[src/hdl/imuma_pkg.sv]
// Shared types and constants for the six-axis IMU moving-average filter.
`timescale 1ns / 1ps

package imuma_pkg;

    localparam int CHANNELS = 6;
    localparam int SAMPLE_W = 16;
    localparam int CHAN_W   = 3;

    localparam logic [CHAN_W-1:0] LAST_CHAN = CHAN_W'(CHANNELS - 1);

    typedef logic signed [SAMPLE_W-1:0] sample_t;

    // Tag that travels with a channel sum through the divider.
    typedef struct packed {
        logic              vld;
        logic [CHAN_W-1:0] chan;
    } div_tag_t;

endpackage

[src/hdl/imuma_ram.sv]
// Generic single-write, single-read RAM with registered read data.
`timescale 1ns / 1ps

module imuma_ram #(
    parameter int WIDTH = 16,
    parameter int DEPTH = 48
) (
    input  logic                     aclk,
    input  logic                     we,
    input  logic [$clog2(DEPTH)-1:0] waddr,
    input  logic [WIDTH-1:0]         wdata,
    input  logic [$clog2(DEPTH)-1:0] raddr,
    output logic [WIDTH-1:0]         rdata
);

    logic [WIDTH-1:0] mem [DEPTH];
    logic [WIDTH-1:0] rdata_reg;

    always_ff @(posedge aclk) begin
        if (we) begin
            mem[waddr] <= wdata;
        end
        rdata_reg <= mem[raddr];
    end

    assign rdata = rdata_reg;

endmodule

[src/hdl/imuma_div.sv]
// Pipelined signed divide-by-WINDOW unit (reciprocal multiply plus one correction).
`timescale 1ns / 1ps

module imuma_div #(
    parameter int WINDOW = 8,
    parameter int SUM_W  = 20
) (
    input  logic                   aclk,
    input  logic                   aresetn,
    input  imuma_pkg::div_tag_t    in_tag,
    input  logic signed [SUM_W-1:0] in_sum,
    output imuma_pkg::div_tag_t    out_tag,
    output imuma_pkg::sample_t     out_avg
);

    localparam int Q_W   = imuma_pkg::SAMPLE_W + 1;
    localparam int SHIFT = SUM_W;
    localparam logic [63:0] RECIP_WIDE = (64'd1 << SHIFT) / 64'(WINDOW);
    localparam logic [SHIFT:0] RECIP = RECIP_WIDE[SHIFT:0];
    localparam logic [SUM_W-1:0] WIN_C = SUM_W'(WINDOW);
    localparam int PROD_W = SUM_W + SHIFT + 1;

    imuma_pkg::div_tag_t s1_tag_reg, s2_tag_reg, s3_tag_reg, s4_tag_reg;
    logic [SUM_W-1:0]    s1_mag_reg, s2_mag_reg, s3_mag_reg;
    logic                s1_neg_reg, s2_neg_reg, s3_neg_reg;
    logic [Q_W-1:0]      s2_q_reg, s3_q_reg;
    logic [SUM_W-1:0]    s3_qw_reg;
    imuma_pkg::sample_t  s4_avg_reg;

    logic [SUM_W-1:0]    mag_next;
    logic [PROD_W-1:0]   prod;
    logic [SUM_W-1:0]    qw_next;
    logic [SUM_W-1:0]    rem;
    logic [Q_W-1:0]      q_fix;
    logic [Q_W-1:0]      q_signed;

    assign mag_next = in_sum[SUM_W-1] ? SUM_W'(-in_sum) : SUM_W'(in_sum);
    assign prod     = PROD_W'(s1_mag_reg) * PROD_W'(RECIP);
    assign qw_next  = SUM_W'(SUM_W'(s2_q_reg) * WIN_C);
    assign rem      = s3_mag_reg - s3_qw_reg;
    assign q_fix    = (rem >= WIN_C) ? s3_q_reg + Q_W'(1) : s3_q_reg;
    assign q_signed = s3_neg_reg ? Q_W'(-q_fix) : q_fix;

    always_ff @(posedge aclk) begin
        if (!aresetn) begin
            s1_tag_reg <= '0;
            s2_tag_reg <= '0;
            s3_tag_reg <= '0;
            s4_tag_reg <= '0;
        end else begin
            s1_tag_reg <= in_tag;
            s2_tag_reg <= s1_tag_reg;
            s3_tag_reg <= s2_tag_reg;
            s4_tag_reg <= s3_tag_reg;
        end
    end

    always_ff @(posedge aclk) begin
        s1_mag_reg <= mag_next;
        s1_neg_reg <= in_sum[SUM_W-1];
        s2_mag_reg <= s1_mag_reg;
        s2_neg_reg <= s1_neg_reg;
        s2_q_reg   <= prod[SHIFT +: Q_W];
        s3_mag_reg <= s2_mag_reg;
        s3_neg_reg <= s2_neg_reg;
        s3_q_reg   <= s2_q_reg;
        s3_qw_reg  <= qw_next;
        s4_avg_reg <= imuma_pkg::sample_t'(q_signed[imuma_pkg::SAMPLE_W-1:0]);
    end

    assign out_tag = s4_tag_reg;
    assign out_avg = s4_avg_reg;

endmodule

[src/hdl/imu_six_axis_moving_average.sv]
// Top level of the six-axis IMU moving-average filter with its sequencer.
`timescale 1ns / 1ps
// Usage:
//   s_* channel: one sample set (accel x/y/z, gyro x/y/z, signed 16 bit) per
//   transaction on s_valid/s_ready. m_* channel: one set of six window
//   averages per transaction on m_valid/m_ready, truncated toward zero.
//   Each channel keeps a ring of WINDOW samples in one shared RAM; all six
//   rings share one write slot.
// Timing:
//   After a transaction is taken, the sequencer writes the six samples (one
//   RAM write per cycle), walks all 6*WINDOW RAM entries through one
//   accumulator and feeds each channel sum to a 4-stage divider. m_valid
//   rises once the last channel's average has been loaded into the output
//   register. A new set is not taken until the previous one has been loaded
//   into the output register, as the single RAM read port and the shared
//   accumulator serve one set at a time. s_ready is high only while the sequencer is idle.
// Reset:
//   aresetn (synchronous, active low) zeroes the write slot and the fill
//   count. Ring entries that the fill count marks as not yet written add
//   zero, so early averages include zeros; no RAM clearing pass is needed.
// Stall:
//   A finished result waits in the output register until m_ready; the next
//   set is still taken and computed, then held until the register frees up.

module imu_six_axis_moving_average #(
    parameter int WINDOW = 8
) (
    input  logic                aclk,
    input  logic                aresetn,
    input  logic                s_valid,
    output logic                s_ready,
    input  imuma_pkg::sample_t  s_accel_x,
    input  imuma_pkg::sample_t  s_accel_y,
    input  imuma_pkg::sample_t  s_accel_z,
    input  imuma_pkg::sample_t  s_gyro_x,
    input  imuma_pkg::sample_t  s_gyro_y,
    input  imuma_pkg::sample_t  s_gyro_z,
    output logic                m_valid,
    input  logic                m_ready,
    output imuma_pkg::sample_t  m_avg_accel_x,
    output imuma_pkg::sample_t  m_avg_accel_y,
    output imuma_pkg::sample_t  m_avg_accel_z,
    output imuma_pkg::sample_t  m_avg_gyro_x,
    output imuma_pkg::sample_t  m_avg_gyro_y,
    output imuma_pkg::sample_t  m_avg_gyro_z
);

    localparam int DEPTH  = imuma_pkg::CHANNELS * WINDOW;
    localparam int ADDR_W = $clog2(DEPTH);
    localparam int SLOT_W = (WINDOW > 1) ? $clog2(WINDOW) : 1;
    localparam int FILL_W = $clog2(WINDOW + 1);
    localparam int SUM_W  = imuma_pkg::SAMPLE_W + 1 + $clog2(WINDOW);
    localparam int CHAN_W = imuma_pkg::CHAN_W;

    localparam logic [SLOT_W-1:0] LAST_SLOT = SLOT_W'(WINDOW - 1);
    localparam logic [FILL_W-1:0] FILL_MAX  = FILL_W'(WINDOW);
    localparam logic [ADDR_W-1:0] ADDR_STEP = ADDR_W'(WINDOW);

    localparam logic [2:0] ST_IDLE  = 3'd0;
    localparam logic [2:0] ST_WRITE = 3'd1;
    localparam logic [2:0] ST_READ  = 3'd2;
    localparam logic [2:0] ST_DRAIN = 3'd3;
    localparam logic [2:0] ST_OUT   = 3'd4;

    logic [2:0]          state_reg, state_next;
    logic [SLOT_W-1:0]   slot_reg, slot_next;
    logic [FILL_W-1:0]   fill_reg, fill_next;
    logic [CHAN_W-1:0]   chan_reg, chan_next;
    logic [SLOT_W-1:0]   rslot_reg, rslot_next;
    logic [ADDR_W-1:0]   addr_reg, addr_next;
    logic                m_valid_reg, m_valid_next;

    imuma_pkg::sample_t  smp_reg [imuma_pkg::CHANNELS];
    imuma_pkg::sample_t  res_reg [imuma_pkg::CHANNELS];
    imuma_pkg::sample_t  out_reg [imuma_pkg::CHANNELS];

    // Read pipeline flags, aligned with the registered RAM data.
    logic                rd_vld_reg, rd_live_reg, rd_first_reg, rd_last_reg;
    logic [CHAN_W-1:0]   rd_chan_reg;
    logic signed [SUM_W-1:0] acc_reg, acc_sum;

    logic                s_fire, out_load;
    logic                ram_we;
    logic [imuma_pkg::SAMPLE_W-1:0] ram_rdata;
    imuma_pkg::sample_t  rd_data;
    imuma_pkg::div_tag_t div_in_tag, div_out_tag;
    imuma_pkg::sample_t  div_avg;

    assign s_ready  = (state_reg == ST_IDLE);
    assign s_fire   = s_valid && s_ready;
    assign out_load = (state_reg == ST_OUT) && (!m_valid_reg || m_ready);
    assign ram_we   = (state_reg == ST_WRITE);

    imuma_ram #(
        .WIDTH(imuma_pkg::SAMPLE_W),
        .DEPTH(DEPTH)
    ) u_ram (
        .aclk (aclk),
        .we   (ram_we),
        .waddr(addr_reg),
        .wdata(smp_reg[chan_reg]),
        .raddr(addr_reg),
        .rdata(ram_rdata)
    );

    assign rd_data = imuma_pkg::sample_t'(ram_rdata);

    // Restart the sum on a channel's first slot; drop never-written slots.
    assign acc_sum = (rd_first_reg ? SUM_W'(0) : acc_reg)
                   + (rd_live_reg ? SUM_W'(rd_data) : SUM_W'(0));

    assign div_in_tag.vld  = rd_vld_reg && rd_last_reg;
    assign div_in_tag.chan = rd_chan_reg;

    imuma_div #(
        .WINDOW(WINDOW),
        .SUM_W (SUM_W)
    ) u_div (
        .aclk   (aclk),
        .aresetn(aresetn),
        .in_tag (div_in_tag),
        .in_sum (acc_sum),
        .out_tag(div_out_tag),
        .out_avg(div_avg)
    );

    // Sequencer
    always_comb begin
        state_next   = state_reg;
        slot_next    = slot_reg;
        fill_next    = fill_reg;
        chan_next    = chan_reg;
        rslot_next   = rslot_reg;
        addr_next    = addr_reg;
        m_valid_next = m_valid_reg;
        if (m_valid_reg && m_ready) begin
            m_valid_next = 1'b0;
        end
        unique case (state_reg)
            ST_IDLE: begin
                if (s_fire) begin
                    state_next = ST_WRITE;
                    chan_next  = '0;
                    addr_next  = ADDR_W'(slot_reg);
                    slot_next  = (slot_reg == LAST_SLOT) ? '0 : slot_reg + SLOT_W'(1);
                    if (fill_reg != FILL_MAX) begin
                        fill_next = fill_reg + FILL_W'(1);
                    end
                end
            end
            ST_WRITE: begin
                // Hop one ring per cycle: channel rings sit WINDOW apart.
                if (chan_reg == imuma_pkg::LAST_CHAN) begin
                    state_next = ST_READ;
                    chan_next  = '0;
                    rslot_next = '0;
                    addr_next  = '0;
                end else begin
                    chan_next = chan_reg + CHAN_W'(1);
                    addr_next = addr_reg + ADDR_STEP;
                end
            end
            ST_READ: begin
                addr_next = addr_reg + ADDR_W'(1);
                if (rslot_reg == LAST_SLOT) begin
                    rslot_next = '0;
                    chan_next  = chan_reg + CHAN_W'(1);
                    if (chan_reg == imuma_pkg::LAST_CHAN) begin
                        state_next = ST_DRAIN;
                        chan_next  = '0;
                        addr_next  = '0;
                    end
                end else begin
                    rslot_next = rslot_reg + SLOT_W'(1);
                end
            end
            ST_DRAIN: begin
                if (div_out_tag.vld && div_out_tag.chan == imuma_pkg::LAST_CHAN) begin
                    state_next = ST_OUT;
                end
            end
            ST_OUT: begin
                if (out_load) begin
                    state_next   = ST_IDLE;
                    m_valid_next = 1'b1;
                end
            end
            default: begin
                state_next = ST_IDLE;
            end
        endcase
    end

    always_ff @(posedge aclk) begin
        if (!aresetn) begin
            state_reg   <= ST_IDLE;
            slot_reg    <= '0;
            fill_reg    <= '0;
            chan_reg    <= '0;
            rslot_reg   <= '0;
            addr_reg    <= '0;
            m_valid_reg <= 1'b0;
            rd_vld_reg  <= 1'b0;
        end else begin
            state_reg   <= state_next;
            slot_reg    <= slot_next;
            fill_reg    <= fill_next;
            chan_reg    <= chan_next;
            rslot_reg   <= rslot_next;
            addr_reg    <= addr_next;
            m_valid_reg <= m_valid_next;
            rd_vld_reg  <= (state_reg == ST_READ);
        end
    end

    // Payload registers
    always_ff @(posedge aclk) begin
        if (s_fire) begin
            smp_reg[0] <= s_accel_x;
            smp_reg[1] <= s_accel_y;
            smp_reg[2] <= s_accel_z;
            smp_reg[3] <= s_gyro_x;
            smp_reg[4] <= s_gyro_y;
            smp_reg[5] <= s_gyro_z;
        end
        rd_live_reg  <= (FILL_W'(rslot_reg) < fill_reg);
        rd_first_reg <= (rslot_reg == '0);
        rd_last_reg  <= (rslot_reg == LAST_SLOT);
        rd_chan_reg  <= chan_reg;
        if (rd_vld_reg) begin
            acc_reg <= acc_sum;
        end
        if (div_out_tag.vld) begin
            res_reg[div_out_tag.chan] <= div_avg;
        end
        if (out_load) begin
            out_reg <= res_reg;
        end
    end

    assign m_valid       = m_valid_reg;
    assign m_avg_accel_x = out_reg[0];
    assign m_avg_accel_y = out_reg[1];
    assign m_avg_accel_z = out_reg[2];
    assign m_avg_gyro_x  = out_reg[3];
    assign m_avg_gyro_y  = out_reg[4];
    assign m_avg_gyro_z  = out_reg[5];

    // Divider results only come back while a sample set is in flight.
    a_div_in_flight: assert property (@(posedge aclk) disable iff (!aresetn)
        div_out_tag.vld |-> (state_reg == ST_READ || state_reg == ST_DRAIN))
        else $error("divider result outside of processing");

    a_fill_bound: assert property (@(posedge aclk) disable iff (!aresetn)
        fill_reg <= FILL_MAX)
        else $error("fill count above window size");

    // Slot and fill move together until the window first fills.
    a_slot_tracks_fill: assert property (@(posedge aclk) disable iff (!aresetn)
        (fill_reg != FILL_MAX) |-> (FILL_W'(slot_reg) == fill_reg))
        else $error("write slot out of step with fill count");

    a_out_hold: assert property (@(posedge aclk) disable iff (!aresetn)
        (state_reg == ST_OUT && m_valid_reg && !m_ready) |=> (state_reg == ST_OUT))
        else $error("result dropped while output register busy");

endmodule
[config.mk]
export PLATFORM = sky130hd
export DESIGN_NAME = imu_six_axis_moving_average
export DESIGN_NICKNAME = d
export VERILOG_FILES = /design/src/hdl/imuma_pkg.sv /design/src/hdl/imuma_ram.sv /design/src/hdl/imuma_div.sv /design/src/hdl/imu_six_axis_moving_average.sv
export SDC_FILE = /design/constraint.sdc
export NUM_CORES = 1
export LEC_CHECK = 0
export ABC_AREA = 1
export CORE_ASPECT_RATIO = 0.9
export CORE_UTILIZATION = 45
export CTS_BUF_LIST = sky130_fd_sc_hd__clkbuf_8
export DETAILED_ROUTE_END_ITERATION = 6
export DONT_BUFFER_PORTS = 1
export GPL_ROUTABILITY_DRIVEN = 0
export SETUP_SLACK_MARGIN = 0.4
export SYNTH_ARGS = -nofsm -noshare
export SYNTH_HDL_FRONTEND = slang
export SYNTH_HIERARCHICAL = 1
export SYNTH_SLANG_ARGS = --single-unit
[constraint.sdc]
create_clock -name aclk -period 32.8 [get_ports aclk]
set_input_delay 6.56 -clock aclk [delete_from_list [all_inputs] [get_ports aclk]]
set_output_delay 6.56 -clock aclk [all_outputs]
set_load 0.005 [all_outputs]
==> key figures <==
Die
  • Starting Density: a little under half
  • Die Span Y: 309.6 um
  • Full die area: around 110,000 um2
  • DIE WIDTH: ~340 um
  • Std cell rows: 112
  • CORE AREA: 104,000 um2
  • I/O pins: 198

Yosys
  • Post-synthesis mux area share: 0%
  • Async S/R FF share, synth: 0%
  • Syn avg cell area: 12.22 um2
  • Complex-gate fraction of the synthesized area: 3.848%
  • Top_reg_cell synth: edfxtp_1
  • Post-synth EDFFs: between 1k and 1.5k
  • Largest family of logic cells by synthesized area: simple AND/OR/NAND/NOR gates
  • Synth Area in Adders: 0.8621%
  • Warning count from the yosys run: 6
  • Synth area leaders: edfxtp_1 (68%), nand2_1 (7.9%), nand3_1 (5.6%)
  • Share of the synthesized area in the top cell type: approximately 68%
  • Cell taking the most area after synthesis: edfxtp_1
  • Cells after Synth: slightly below 4k
  • Area share of and/or/nand/nor cells after synthesis: 17.20%
  • Post-synthesis xor/xnor area fraction: less than 1%
  • Synth unique cells: between 40 and 50
  • Post-synthesis net count: approximately 4.0k
  • Register area share after synthesis: around 74%
  • Area of the mapped netlist: 47,310 um2
  • Register bit total from synthesis: approximately 1.2k

Pwr
  • Pleak: just under 0.02 uW
  • NetSw: between 1500 and 2000 uW
  • Comb pwr share: approximately 28%
  • Total power: between 4000 and 5000 uW
  • Peak supply drop: approximately 0.000073 V
  • Pwr dens: between 80 and 90 nW/um2
  • Clock power share: between 20% and 30%
  • Sequential fraction of design power: between 40% and 50%
  • Sw Share: between 30% and 40%
  • Internal Dissipation: slightly below 3000 uW

Worst hold path
  • Hold WC Path Type: reg -> reg
  • WHS Path Cells: 0

Placement
  • Port Buffers: 0
  • Pre-CTS WS: 24.19 ns
  • Final HPWL DP: ~60,000 um
  • Dpl cell area: between 40,000 and 50,000 um2

Timing
  • Setup TNS: 0 ns
  • Final-report setup violation count: 0
  • Fin crit share: between 20% and 30%
  • Period minus WS final: between 8 and 9 ns
  • RSZ-0062 raised after global routing: no
  • Worst hold slack: between 0.3 and 0.4 ns
  • Peak Freq: 0.1220 GHz
  • Hold Fails Final Rpt: 0
  • PnR worst setup slack: 24.61 ns
  • Clk_skew: 0.04047 ns
  • Relative slew slack: about a quarter
  • Worst slew pin tran: about 1.1 ns
  • Pins Over Slew Limit: 0

GRT
  • Vias in the first global route: between 20k and 30k
  • Largest net degree at the start of global routing: between 100 and 150
  • GRT overflow: 0
  • Global-route wire length before repair: ~160,000 um
  • Initial antenna violation count: 1
  • Gr usage total: between 10% and 20%

Critical path
  • Critical Path, Cell by Cell: inv_1 > nand2_1 > nor2_4
  • R2r setup slk: 28.30 ns
  • CP max FO: 8
  • CP max stage delay: about 0.55 ns
  • Crit path DAT: 1.63 ns
  • WS Path Type: reg -> out
  • WP data required: about 26 ns
  • Crit path capture type: primary output
  • CP startpoint kind: register
  • Worst path slowest cell: dfxtp_1
  • R2R depth: 8

Job
  • Max cap viols: 0

Status
  • Outcome: finished, final reports clean

Clock network
  • CTS buffer count: ~180
  • H-tree Lvls: 4
  • # Post-CTS Setup Buffers: 0
  • Maximum clock path buffer count: 3
  • Root buf cell: clkbuf_8
  • Clk Latency, worst-skew pair: approximately 0.85 ns
  • Clk slew on worst S/H paths: about 0.07 ns
  • Resize count post-CTS: 0
  • Hold_buf cts: 0
  • TritonCTS clock tree: done
  • CTS Sinks: around 1.2k

Cells and area
  • Max reg flops: around 770
  • Most frequent cells in the layout: edfxtp_1 (1,076), nand2_1 (998), nand3_1 (534)
  • P&R area growth vs syn: 10.89%
  • Nets@finish: around 4.1k
  • Most common cell after layout, fill and taps aside: edfxtp_1
  • Fin area: about 52,000 um2
  • Share of cells above drive strength 1: 10.13%

Detailed routing
  • Wire per inst: 19.56 um
  • Via count: ~29k
  • Antenna-violating nets left: 0
  • DRC: 0
  • Drt pass-1 iters: 6
  • DRT iter0 DRCs: about 2.4k
  • Via density: ~5.2
  • WL final: roughly 110,000 um
==> final timing paths <==
kind / startpoint / to
worst max-delay path: state_reg[0] / s_ready
worst min-delay path: u_div/s2_q_reg[8] / u_div/s3_mag_reg[11]
worst min register to register: u_div/s2_q_reg[8] / u_div/s3_mag_reg[11]
worst max register to register: addr_reg[0] / u_ram/mem[29][12]
==> area by class of cell <==
class	count	area, um2
multi-input combinational	2303	10850
clock inverter	138	888.4
timing repair buffer	96	720.7
tap	1368	1712
inverter	169	660.6
clock buffer	193	2656
fill	9043	51510
sequential	1208	34970
antenna	2	5.005
==> logic make-up after synthesis <==
family	Yosys count
buffers and inverters	362
AOI/OAI and AO/OA	312
DFF	1208
and+or+nand+nor	1929
xor gates and xnor gates	30
adders and majority gates	32
==> through the flow <==
step,util [%],cells
5_1_grt,50.46,5477
3_5_place_dp,47.04,5144
3_3_place_gp,47.04,5144
6_report,50.46,5477
4_1_cts,50.45,5475
2_1_floorplan,-,3873
==> per-layer routing <==
layer	wire length [um]	vias up	GRT usage [%]
met5	0	-	0
met4	2584	0	6.575
met3	6737	178	3.707
met2	50830	917	32.27
met1	46980	13900	27.17
li1	-	13730	-
==> cell usage after synthesis, types with 2 or more instances <==
| cell | number |
|---|---|
| a21oi_1 | 49 |
| a21oi_2 | 5 |
| a22oi_1 | 2 |
| and2_1 | 2 |
| buf_1 | 16 |
| buf_2 | 63 |
| buf_4 | 12 |
| buf_6 | 30 |
| clkbuf_1 | 71 |
| clkinv_1 | 3 |
| dfxtp_1 | 132 |
| edfxtp_1 | 1076 |
| ha_1 | 31 |
| inv_1 | 157 |
| inv_2 | 4 |
| inv_4 | 4 |
| nand2_1 | 998 |
| nand2_2 | 9 |
| nand2_4 | 5 |
| nand3_1 | 534 |
| nand3_2 | 2 |
| nand3b_1 | 4 |
| nand4_1 | 7 |
| nor2_1 | 337 |
| nor2_2 | 9 |
| nor2_4 | 6 |
| nor3_1 | 12 |
| o211ai_1 | 66 |
| o21ai_0 | 139 |
| o21ai_1 | 24 |
| o21ai_2 | 4 |
| o21ai_4 | 2 |
| o21bai_1 | 2 |
| o22ai_1 | 16 |
| xnor2_1 | 6 |
| xor2_1 | 24 |
==> critical path, delay by kind of cell (launching register included) <==
family	cells	cell delay [ns]
flip-flops	1	0.55
AND/OR/NAND/NOR	2	0.16
buffers and inverters	1	0.07
==> power by group through the flow <==
stage | clock (uW) | sequential, uW | combinational (uW)
floorplan | 0 | 2060 | 851
detailed placement | 0 | 2090 | 1270
global route | 1290 | 2070 | 1400
CTS | 1220 | 2060 | 1270
finish | 1200 | 2060 | 1270
global placement | 0 | 2090 | 1260
(Power assumes the default switching activity.)
